## src/rtl/core/mfwf_pkg.sv

```systemverilog
// shared constants, register codes and arithmetic helpers of the wall follower
`default_nettype none

package mfwf_pkg;

  localparam int WINDOW_DEFAULT = 10;

  localparam int SAMPLE_W = 8;
  localparam int CFG_IDX_W = 3;
  localparam int CFG_DATA_W = 8;

  // register indexes on the configuration port
  localparam logic [CFG_IDX_W-1:0] REG_TARGET   = 3'd0;
  localparam logic [CFG_IDX_W-1:0] REG_BIAS     = 3'd1;
  localparam logic [CFG_IDX_W-1:0] REG_GAIN     = 3'd2;
  localparam logic [CFG_IDX_W-1:0] REG_LIMIT    = 3'd3;
  localparam logic [CFG_IDX_W-1:0] REG_DEADBAND = 3'd4;
  localparam logic [CFG_IDX_W-1:0] REG_CRUISE   = 3'd5;

  localparam logic [7:0] TARGET_RESET   = 8'd10;
  localparam logic [6:0] BIAS_RESET     = 7'd10;
  localparam logic [7:0] GAIN_RESET     = 8'd51;
  localparam logic [6:0] LIMIT_RESET    = 7'd40;
  localparam logic [7:0] DEADBAND_RESET = 8'd5;
  localparam logic [6:0] CRUISE_RESET   = 7'd40;

  localparam logic signed [9:0] DRIVE_MAX = 10'sd100;
  localparam logic signed [9:0] DRIVE_MIN = -10'sd100;

  // signed q10.8 value divided by 256, rounded toward zero
  function automatic logic signed [9:0] div256_trunc(input logic signed [17:0] x);
    logic signed [9:0] q;
    q = x[17:8];
    if (x[17] && (x[7:0] != 8'd0)) begin
      q = q + 10'sd1;
    end
    return q;
  endfunction

  function automatic logic signed [7:0] sat100(input logic signed [9:0] v);
    logic signed [9:0] s;
    s = v;
    if (v > DRIVE_MAX) begin
      s = DRIVE_MAX;
    end else if (v < DRIVE_MIN) begin
      s = DRIVE_MIN;
    end
    return s[7:0];
  endfunction

endpackage

`default_nettype wire

```

## src/rtl/core/mfwf_if.sv

```systemverilog
// valid/ready channels for distance samples and drive results
`default_nettype none

interface mfwf_in_if;
  logic       valid;
  logic       ready;
  logic [7:0] forward_sample;
  logic [7:0] side_sample;

  modport source (output valid, output forward_sample, output side_sample, input ready);
  modport sink (input valid, input forward_sample, input side_sample, output ready);
endinterface

interface mfwf_out_if;
  logic              valid;
  logic              ready;
  logic signed [7:0] right_drive;
  logic signed [7:0] left_drive;
  logic signed [8:0] forward_error;
  logic signed [7:0] steer_power;
  logic              in_deadband;

  modport source (output valid, output right_drive, output left_drive,
                  output forward_error, output steer_power, output in_deadband,
                  input ready);
  modport sink (input valid, input right_drive, input left_drive,
                input forward_error, input steer_power, input in_deadband,
                output ready);
endinterface

`default_nettype wire

```

## src/rtl/core/median_filtered_wall_follower.sv

```systemverilog
// wall follower: median filtered distances turned into proportional motor drives
//
// samples carries one forward and one side distance per transaction; drives
// carries one result per full window of WINDOW transactions, none otherwise.
// each accepted pair is inserted into two sorted windows by a compare-and-shift
// unit per window that moves one entry a cycle; the block takes no new pair
// until both units are done and it has returned to idle. the pair that
// completes the window then takes three more steps: the gain multiply, the
// clamp and deadband test, and the load of the output register.
// the window is then empty again and the next pair starts a new one.
// samples.ready is high whenever the sequencer is idle, also while a result
// waits in the output register; if the receiver stalls and a second result is
// due, the block holds in its final step until the first one is taken.
// the registers on the configuration port are written one per cycle with
// cfg_we and are meant to change only while the block is idle.
// reset empties the window, drops any pending result and restores the default
// target, bias, gain, limit, deadband and cruise values.
`default_nettype none

module median_filtered_wall_follower #(
  parameter int WINDOW = mfwf_pkg::WINDOW_DEFAULT
) (
  input  wire logic                           clk,
  input  wire logic                           rst,
  input  wire logic                           cfg_we,
  input  wire logic [mfwf_pkg::CFG_IDX_W-1:0]  cfg_index,
  input  wire logic [mfwf_pkg::CFG_DATA_W-1:0] cfg_data,
  mfwf_in_if.sink                             samples,
  mfwf_out_if.source                          drives
);
  import mfwf_pkg::*;

  localparam int IW = $clog2(WINDOW);

  typedef enum logic [2:0] {
    ST_IDLE,
    ST_SORT,
    ST_MUL,
    ST_CLAMP,
    ST_EMIT
  } state_t;

  state_t state;

  logic [7:0] target_distance;
  logic [6:0] forward_bias;
  logic [7:0] gain_q8;
  logic [6:0] power_limit;
  logic [7:0] deadband;
  logic [6:0] cruise_power;

  logic [IW-1:0] cnt;
  logic          last;
  logic          in_take;
  logic          f_busy;
  logic          s_busy;
  logic [7:0]    fmed;
  logic [7:0]    smed;

  logic signed [8:0]  err;
  logic signed [17:0] p;
  logic signed [17:0] p_cl;
  logic               dead;

  logic signed [8:0]  err_w;
  logic signed [8:0]  diff_w;
  logic signed [8:0]  gain_s;
  logic signed [17:0] prod;
  logic signed [17:0] diff_sh;
  logic signed [17:0] lim;
  logic signed [17:0] bias_sh;
  logic signed [17:0] r_sum;
  logic signed [17:0] l_sum;
  logic [8:0]         mag;
  logic signed [7:0]  sp_w;
  logic signed [7:0]  r_w;
  logic signed [7:0]  l_w;
  logic               emit_go;

  assign samples.ready = (state == ST_IDLE);
  assign in_take       = samples.valid && samples.ready;

  mfwf_sort_lane #(.WINDOW(WINDOW)) u_fwd (
    .clk    (clk),
    .rst    (rst),
    .start  (in_take),
    .slot   (cnt),
    .sample (samples.forward_sample),
    .busy   (f_busy),
    .median (fmed)
  );

  mfwf_sort_lane #(.WINDOW(WINDOW)) u_side (
    .clk    (clk),
    .rst    (rst),
    .start  (in_take),
    .slot   (cnt),
    .sample (samples.side_sample),
    .busy   (s_busy),
    .median (smed)
  );

  // steering arithmetic, one step per state
  assign err_w   = $signed({1'b0, fmed}) - $signed({1'b0, target_distance});
  assign diff_w  = $signed({1'b0, fmed}) - $signed({1'b0, smed});
  assign gain_s  = $signed({1'b0, gain_q8});
  assign prod    = err_w * gain_s;
  assign diff_sh = {diff_w[8], diff_w, 8'd0};

  assign lim = $signed({3'd0, power_limit, 8'd0});
  assign mag = err[8] ? 9'(-err) : 9'(err);

  assign bias_sh = $signed({3'd0, forward_bias, 8'd0});
  assign r_sum   = bias_sh - p_cl;
  assign l_sum   = bias_sh + p_cl;
  assign sp_w    = sat100(div256_trunc(p_cl));
  assign r_w     = dead ? sat100($signed({3'd0, cruise_power})) : sat100(div256_trunc(r_sum));
  assign l_w     = dead ? sat100($signed({3'd0, cruise_power})) : sat100(div256_trunc(l_sum));

  assign emit_go = (state == ST_EMIT) && (!drives.valid || drives.ready);

  always_ff @(posedge clk) begin
    if (rst) begin
      target_distance <= TARGET_RESET;
      forward_bias    <= BIAS_RESET;
      gain_q8         <= GAIN_RESET;
      power_limit     <= LIMIT_RESET;
      deadband        <= DEADBAND_RESET;
      cruise_power    <= CRUISE_RESET;
    end else if (cfg_we) begin
      case (cfg_index)
        REG_TARGET:   target_distance <= cfg_data;
        REG_BIAS:     forward_bias    <= cfg_data[6:0];
        REG_GAIN:     gain_q8         <= cfg_data;
        REG_LIMIT:    power_limit     <= cfg_data[6:0];
        REG_DEADBAND: deadband        <= cfg_data;
        REG_CRUISE:   cruise_power    <= cfg_data[6:0];
        default:      ;
      endcase
    end
  end

  always_ff @(posedge clk) begin
    if (rst) begin
      state        <= ST_IDLE;
      cnt          <= '0;
      last         <= 1'b0;
      drives.valid <= 1'b0;
    end else begin
      // a new result replacing the taken one keeps valid high
      if (drives.valid && drives.ready && !emit_go) begin
        drives.valid <= 1'b0;
      end
      case (state)
        ST_IDLE: begin
          if (in_take) begin
            last  <= (cnt == IW'(WINDOW - 1));
            cnt   <= (cnt == IW'(WINDOW - 1)) ? '0 : cnt + 1'b1;
            state <= ST_SORT;
          end
        end
        ST_SORT: begin
          if (!f_busy && !s_busy) begin
            state <= last ? ST_MUL : ST_IDLE;
          end
        end
        ST_MUL: begin
          err   <= err_w;
          p     <= prod - diff_sh;
          state <= ST_CLAMP;
        end
        ST_CLAMP: begin
          if (p > lim) begin
            p_cl <= lim;
          end else if (p < -lim) begin
            p_cl <= -lim;
          end else begin
            p_cl <= p;
          end
          dead  <= (mag < {1'b0, deadband});
          state <= ST_EMIT;
        end
        ST_EMIT: begin
          if (emit_go) begin
            drives.valid         <= 1'b1;
            drives.right_drive   <= r_w;
            drives.left_drive    <= l_w;
            drives.forward_error <= err;
            drives.steer_power   <= sp_w;
            drives.in_deadband   <= dead;
            state                <= ST_IDLE;
          end
        end
        default: state <= ST_IDLE;
      endcase
    end
  end

`ifndef SYNTH
  a_no_take_while_sorting: assert property (@(posedge clk) disable iff (rst)
    in_take |-> (!f_busy && !s_busy))
    else $error("sample taken while the insertion units are busy");

  a_window_cleared: assert property (@(posedge clk) disable iff (rst)
    (state == ST_MUL) |-> (cnt == '0))
    else $error("window count not cleared when the result is formed");

  a_emit_loads: assert property (@(posedge clk) disable iff (rst)
    emit_go |=> (drives.valid && (state == ST_IDLE)))
    else $error("result not loaded into the output register");

  a_drive_range: assert property (@(posedge clk) disable iff (rst)
    drives.valid |-> (drives.right_drive <= 8'sd100 && drives.right_drive >= -8'sd100 &&
                      drives.left_drive <= 8'sd100 && drives.left_drive >= -8'sd100))
    else $error("drive outside the saturation range");
`endif

endmodule

`default_nettype wire

```

## src/rtl/core/mfwf_sort_lane.sv

```systemverilog
// sorted sample window kept in order by a one-compare-per-cycle insertion unit
`default_nettype none

module mfwf_sort_lane #(
  parameter int WINDOW = mfwf_pkg::WINDOW_DEFAULT
) (
  input  wire logic                         clk,
  input  wire logic                         rst,
  input  wire logic                         start,
  input  wire logic [$clog2(WINDOW)-1:0]    slot,
  input  wire logic [mfwf_pkg::SAMPLE_W-1:0] sample,
  output logic                              busy,
  output logic [mfwf_pkg::SAMPLE_W-1:0]     median
);
  import mfwf_pkg::*;

  localparam int IW = $clog2(WINDOW);

  logic [SAMPLE_W-1:0] entry [WINDOW];
  logic [IW-1:0]       hole;
  logic [SAMPLE_W-1:0] val;
  logic [IW-1:0]       rd_idx;
  logic [SAMPLE_W-1:0] rd;
  logic                shift;

  // the entry just below the hole is compared with the new sample
  assign rd_idx = (hole == '0) ? '0 : hole - 1'b1;
  assign rd     = entry[rd_idx];
  assign shift  = (hole != '0) && (rd > val);

  always_ff @(posedge clk) begin
    if (rst) begin
      busy <= 1'b0;
    end else if (start) begin
      busy <= 1'b1;
    end else if (busy && !shift) begin
      busy <= 1'b0;
    end
  end

  always_ff @(posedge clk) begin
    if (start) begin
      hole <= slot;
      val  <= sample;
    end else if (busy) begin
      if (shift) begin
        entry[hole] <= rd;
        hole        <= rd_idx;
      end else begin
        entry[hole] <= val;
      end
    end
  end

  assign median = entry[WINDOW / 2];

endmodule

`default_nettype wire
```

## src/flat_wrapper.sv

```systemverilog
// flat-port wrapper written by rule: the top's interface ports become plain ports
module median_filtered_wall_follower_flat import mfwf_pkg::*;
#(
  parameter int WINDOW = mfwf_pkg::WINDOW_DEFAULT
)
  (clk, rst, cfg_we, cfg_index, cfg_data, samples_valid, samples_forward_sample, samples_side_sample, samples_ready, drives_valid, drives_right_drive, drives_left_drive, drives_forward_error, drives_steer_power, drives_in_deadband, drives_ready);
  mfwf_in_if samples_i ();
  mfwf_out_if drives_i ();
  input  wire logic clk;
  input  wire logic rst;
  input  wire logic cfg_we;
  input  wire logic [mfwf_pkg::CFG_IDX_W-1:0] cfg_index;
  input  wire logic [mfwf_pkg::CFG_DATA_W-1:0] cfg_data;
  input wire logic [$bits(samples_i.valid)-1:0] samples_valid;
  input wire logic [$bits(samples_i.forward_sample)-1:0] samples_forward_sample;
  input wire logic [$bits(samples_i.side_sample)-1:0] samples_side_sample;
  output wire logic [$bits(samples_i.ready)-1:0] samples_ready;
  output wire logic [$bits(drives_i.valid)-1:0] drives_valid;
  output wire logic [$bits(drives_i.right_drive)-1:0] drives_right_drive;
  output wire logic [$bits(drives_i.left_drive)-1:0] drives_left_drive;
  output wire logic [$bits(drives_i.forward_error)-1:0] drives_forward_error;
  output wire logic [$bits(drives_i.steer_power)-1:0] drives_steer_power;
  output wire logic [$bits(drives_i.in_deadband)-1:0] drives_in_deadband;
  input wire logic [$bits(drives_i.ready)-1:0] drives_ready;
  assign samples_i.valid = samples_valid;
  assign samples_i.forward_sample = samples_forward_sample;
  assign samples_i.side_sample = samples_side_sample;
  assign samples_ready = samples_i.ready;
  assign drives_valid = drives_i.valid;
  assign drives_right_drive = drives_i.right_drive;
  assign drives_left_drive = drives_i.left_drive;
  assign drives_forward_error = drives_i.forward_error;
  assign drives_steer_power = drives_i.steer_power;
  assign drives_in_deadband = drives_i.in_deadband;
  assign drives_i.ready = drives_ready;
  median_filtered_wall_follower #(.WINDOW(WINDOW)) u_core (.clk(clk), .rst(rst), .cfg_we(cfg_we), .cfg_index(cfg_index), .cfg_data(cfg_data), .samples(samples_i), .drives(drives_i));
endmodule
```

## config.mk

```make
export PLATFORM = sky130hd
export DESIGN_NAME = median_filtered_wall_follower_flat
export DESIGN_NICKNAME = d
export VERILOG_FILES = /design/src/rtl/core/mfwf_pkg.sv /design/src/rtl/core/mfwf_if.sv /design/src/rtl/core/median_filtered_wall_follower.sv /design/src/rtl/core/mfwf_sort_lane.sv /design/src/flat_wrapper.sv
export SDC_FILE = /design/constraint.sdc
export NUM_CORES = 1
export LEC_CHECK = 0
export BUFFER_PORTS_ARGS = -buffer_cell sky130_fd_sc_hd__buf_4
export CORE_ASPECT_RATIO = 0.6
export CORE_MARGIN = 8
export CORE_UTILIZATION = 55
export CTS_CLUSTER_DIAMETER = 40
export DETAILED_ROUTE_END_ITERATION = 8
export GPL_ROUTABILITY_DRIVEN = 0
export GPL_TIMING_DRIVEN = 0
export HOLD_SLACK_MARGIN = 0.06
export PLACE_DENSITY = 0.71
export SLEW_MARGIN = 20
export SYNTH_ARGS = -nofsm -noshare
export SYNTH_HDL_FRONTEND = slang
export SYNTH_SLANG_ARGS = --single-unit
```

## constraint.sdc

```tcl
create_clock -name clk -period 8.3 [get_ports clk]
set_input_delay 0.83 -clock clk [delete_from_list [all_inputs] [get_ports clk]]
set_output_delay 0.83 -clock clk [all_outputs]
set_load 0.05 [all_outputs]
```

# Word-level counts from Yosys, hierarchy flattened
# Memories as Yosys holds them, arrays and structs flattened.
# Cells that the tools add are included.
# W data, S select, Z words.
# totals
ff_bits,160
memories,2
out_inout_bits,36
ramBits,160
inputBits,32
word_cells,172
# classes
mul,1
bitwise_logic,3
n_addsub,13
n_mux,53
n_eq_ne,13
reduce_logical,48
order_cmp,12
# memory_table
name,words,word_bits,rd,rd_ports_with_merged_regs,write_ports,line,text
u_core.u_fwd.entry,10,8,2,0,1,mfwf_sort_lane.sv:19,logic [SAMPLE_W-1:0] entry [WINDOW];
u_core.u_side.entry,10,8,2,0,1,mfwf_sort_lane.sv:19,
# op_table
op,count
$mux W8,9
$mux W4,9
$add A10 B2 Y10 const B,3
$gt A10 B8 Y1 const B,3
$lt A10 B8 Y1 const B,3
$mux W10,3
$reduce_bool A8 Y1,3
$mux W1,23
$reduce_and A2 Y1,11
$add A16 B18 Y18,1
$gt A18 B16 Y1,1
$lt A18 B18 Y1,1
$mul A9 B9 Y18,1
$mux W18,1
$neg A15 Y18,1
$sub A16 B18 Y18,1
$sub A18 B17 Y18,1
$sub A8 B8 Y9,2
$gt A8 B8 Y1,2
$mux W15,1
$pmux W3 S5,1
$eq A3 B2 Y1 const B,4
$logic_and A1 B1 Y1,12
$reduce_bool A2 Y1,6
23 further kinds,40

# Logic depth before layout (Yosys ltp)
# An unclocked memory read counts as a cell.
# logic_depth
word_depth,10
depth_mapped,30
mapped_depth_nobuf,30

# Hierarchy
# Synthesis repeated with hierarchy kept, for this count alone.
# hier_totals
cells_unflattened,1889
area_unflattened_um2,20141.8
# modules_own_cells
mod,instances,seq_area_each_um2,area_per_inst_um2,cells_each
median_filtered_wall_follower,1,3483.3,11868.9,1277
mfwf_sort_lane,2,2782.7,4136.5,306

# Worst setup path after synthesis
# OpenSTA, ideal clock, no wires.
# synth_path
path_type,register to register
startpoint,memory u_core.u_fwd.entry[5][0]
endpoint,register u_core.p[16] (data pin)
path_stages_with_launch,31
arrival_time_ns,6.395
n_path_buf,0
period_less_slack_ns,6.652
path_slack_ns,1.648
setup_ns,0.258
t_required_ns,8.042
cell_sequence,edfxtp_1 > inv_1 > ha_1 > fa_1 > nor2b_1 > o21ai_0 > nand2b_1 > a21oi_1 > nor2_1 > nor2_1 > xnor2_1 > nand2_1 > fa_1 > inv_1 > fa_1 > inv_1 > fa_1 > inv_1 > fa_1 > inv_1 > fa_1 > inv_1 > ha_1 > a21oi_1 > o21bai_1 > a21oi_1 > o21bai_1 > a2111o_1 > a31o_2 > a21oi_1 > xnor2_1
# synth_rtl
item,line,text
start: declaration,mfwf_sort_lane.sv:19,
end signal: assignment,median_filtered_wall_follower.sv:169,p <= prod - diff_sh;
end: declaration,median_filtered_wall_follower.sv:61,logic signed [17:0] p;

==> parameters.txt <==
Parameter                              Value

STA
  Total negative setup slack ... 0 ns
  Final period utilization ... 0.928
  Maximum frequency from static timing analysis ... 0.130 GHz
  Worst max-slew margin expressed relative to the limit ... 0.236
  Worst slew pin tran ... 1.14 ns
  Minimum hold slack ... 0.455 ns
  Max Clock Skew ... 0.0184 ns
  Min Tclk post-route ... 7.70 ns
  Setup Viol. Count Final ... 0
  Max-slew violations ... 0
  Unrepaired setup endpoints after global routing ... false
  Number of hold violations in the final report ... 0

Layout
  Final instance count without filler cells ... 2,483
  Total Nets Final ... 2,208
  Most frequent cells in the layout ... 264 x edfxtp_1, 184 x nand2_1, 182 x inv_1
  Post-route cell area ... 22,300 µm²
  Ant. Diodes ... 0
  Layout cell share with drive strength beyond 1 ... 0.0903
  Area grow syn2layout ... 12.8%
  Most frequent standard cell in the layout excluding fill and tap cells ... edfxtp_1
  Final Util ... 0.632

Floorplanning
  Core Area ... 35,200 µm²
  Io pins ... 68
  Die span in x ... 261 µm
  Full die area ... 42,400 µm²
  Row cnt ... 53
  Effective utilization at floorplan ... 0.561
  Floorplan die height ... 163 µm

Global route
  Vias in the first global route ... 14,000
  Aggregate global-route resource usage ... 0.231
  Wire length of the first global-routing pass ... 77,200 µm
  Pin count of the biggest net entering global routing ... 28
  Number of antenna violations at the first check in global routing ... 1
  Global route total overflow ... 0

Worst setup path
  Type of origin of the critical path ... flip-flop
  Critical path data required time ... 8.57 ns
  Crit end category ... flip-flop
  Path type of the worst setup path ... flip-flop to flip-flop
  Critical path arrival ... 7.98 ns
  Maximum fanout encountered on the critical timing path ... 9

Synthesis
  Commonest register cell after synthesis ... edfxtp_1
  Cell variety after synth ... 89
  Post-synthesis sequential element count ... 320
  Mean Syn Cell Area ... 10.5 µm²
  Asr flop ratio synth ... 0
  Synthesized cell area ... 19,700 µm²
  Area share of the largest cell type after synthesis ... 0.402
  Number of enable flip-flop cells after synthesis ... 264
  Count of yosys warnings during synthesis ... 0
  Fraction of the yosys area taken by sequential cells ... 0.458
  Number of standard cells after synthesis ... 1,873
  Largest area contributor in the netlist ... edfxtp_1
  Synthesized net count ... 2,093
  Largest cells by area after synthesis ... edfxtp_1 40%, fa_1 8.0%, ha_1 6.9%

Pwr
  Sequential power share ... 0.371
  VDD IR-drop max ... 0.192 mV
  Clk network pwr share ... 0.323
  Standby leakage power ... 8.73 nW
  Power per cell area ... 238 nW/µm²
  Power spent charging and discharging nets ... 1.67 mW
  Internal power ... 3.62 mW
  Portion of total power attributed to combinational logic ... 0.306
  Switching Fraction ... 0.316

Clock network
  Max Root-Sink Buffers ... 3
  Clock sink count ... 320
  Number of levels in the clock H-tree ... 2
  Clock-pin slew on the worst setup and hold paths ... 0.06 ns
  Post-CTS setup buffers ... 0
  TritonCTS clock tree ... yes
  Clock latency on the worst-skew pair ... 0.53 ns
  Post-cts hold buffer count ... 0
  TritonCTS buffer count ... 37
  Root buffer cell ... clkbuf_16

Run
  Max-cap violations ... 0

Route
  Via-per-instance ratio ... 5.89
  Average wire per cell in the routed design ... 19.7 µm
  Number of vias in the routed layout ... 14,600
  Iteration-0 DRC Markers ... 1,659
  1st-pass router iterations ... 5
  Post-route DRC ... 0
  Number of nets with antenna violations after routing ... 0
  Total length of routed wires ... 48,900 µm

Status
  Status ... finished, final reports clean

Placed design
  Number of placed instances with taps included ... 2,415
  Port Buffers ... 66
  HPWL after DPL ... 37,100 µm
  DP Area ... 20,900 µm²

Hold path
  Hold Path Class ... flip-flop to flip-flop
[synthesized netlist by cell type, types with 4 or more instances]
cell type,count
o21bai_1,10
mux2i_1,69
a31oi_1,13
a211o_1,6
nand3b_1,14
and2_1,38
o22ai_1,7
a211oi_1,6
nor2_1,123
buf_2,6
o21a_1,15
a21boi_0,22
nor4_1,18
nor3b_1,8
o21ai_0,122
fa_1,79
and3_1,4
xor2_1,13
a22oi_1,5
o31ai_1,10
xnor2_1,70
a21oi_1,89
inv_1,182
nand3_1,35
nand2b_1,24
nand2_1,184
nand4b_1,6
clkbuf_1,59
mux2_2,4
a21o_1,30
nor2b_1,34
ha_1,109
edfxtp_1,264
nand4_1,11
dfxtp_1,56
nor3_1,35
o2111ai_1,17
[layout make-up]
cell class / count / area [µm²]
clock buffers: 46 / 981
clock inverters: 21 / 295
multi-input cells: 1298 / 9810
repair buffers: 76 / 561
inverters: 185 / 694
fillers: 2789 / 12900
well taps: 467 / 584
plain buffers: 70 / 285
flip-flops and latches: 320 / 9050
[timing repair]
action                     in CTS  in global routing
setup endpoints to repair       0                  1
hold endpoints to repair        0                  0
resized for setup               0                  1
[metrics by stage]
| step | power (mW) | worst slack (ns) |
|---|---|---|
| 4_1_cts | 5.31 | 0.450 |
| 6_report | 5.29 | 0.597 |
| 2_1_floorplan | 3.20 | 1.65 |
| 5_1_grt | 5.59 | 0.0522 |
| 3_5_place_dp | 3.61 | 0.468 |
| 3_3_place_gp | 3.55 | 0.599 |
[critical path, cell delays in order (launching register included)]
cell and delay, ns:
edfxtp_1 0.35, inv_1 0.09, ha_1 0.24, fa_1 0.41, nor2b_1 0.11, o21ai_0 0.07
nand2b_1 0.11, xor2_1 0.90, nand2_1 0.20, fa_1 0.58, inv_1 0.05, fa_1 0.50
inv_1 0.05, fa_1 0.47, inv_1 0.05, fa_1 0.53, inv_1 0.05, fa_1 0.52
inv_1 0.04, ha_1 0.32, nor2b_1 0.15, o21a_1 0.20, o31a_1 0.28, o41ai_1 0.62
o2111ai_1 0.22, a21oi_1 0.22, xnor2_1 0.10
[cells by family (layout without fill, tap and decap cells)]
logic type               after synthesis  in the layout  share of synthesized area
XOR/XNOR                              84             84                     0.0382
flip-flops                           320            320                      0.458
buffers and inverters                255            398                     0.0496
AND/OR/NAND/NOR                      557            557                      0.139
AO/OA/AOI/OAI                        394            394                      0.128
multiplexers                          74             74                     0.0380
adder cells (fa/ha/maj)              189            189                      0.150
[per-layer routing]
| layer | wire length (µm) | track usage |
|---|---|---|
| met1 | 23500 | 0.360 |
| met2 | 19800 | 0.319 |
| met3 | 4430 | 0.0489 |
| met4 | 1160 | 0.0599 |
| met5 | 13 | 0 |
[registers in the layout, summed over array words and instances (netlist names), 4 cells and up]
register and cells:
u_core.cnt 4, u_core.cruise_power 7, u_core.deadband 8, u_core.drives.forward_error 9
u_core.drives.left_drive 8, u_core.drives.right_drive 8, u_core.drives.steer_power 8, u_core.err 9
u_core.forward_bias 7, u_core.gain_q8 8, u_core.p 18, u_core.p_cl 18
u_core.power_limit 7, u_core.target_distance 8, u_core.u_fwd.entry 80, u_core.u_fwd.hole 4
u_core.u_fwd.val 8, u_core.u_side.entry 80, u_core.u_side.hole 4, u_core.u_side.val 8
[power groups by stage]
stage	sequential [mW]	combinational (mW)	clock (mW)
after floorplan	1.99	1.21	0
after global placement	2.00	1.55	0
after detailed placement	2.00	1.61	0
after CTS	1.96	1.62	1.72
after global routing	1.97	1.83	1.79
final	1.96	1.62	1.71
[path summary, 6_finish.rpt]
check / from / endpoint / slack [ns] / cells past startpoint
worst min register to register: u_core.deadband[6]$_SDFFE_PP0P_ / u_core.deadband[6]$_SDFFE_PP0P_ / 0.45 / 2
worst max register to register: u_core.u_fwd.entry[5][0]$_DFFE_PP_ / u_core.p[17]$_DFFE_PP_ / 0.60 / 26
worst min-delay path: u_core.deadband[6]$_SDFFE_PP0P_ / u_core.deadband[6]$_SDFFE_PP0P_ / 0.45 / 2
worst max-delay path: u_core.u_fwd.entry[5][0]$_DFFE_PP_ / u_core.p[17]$_DFFE_PP_ / 0.60 / 26
No activity file was read; power rests on OpenSTA's default activity.
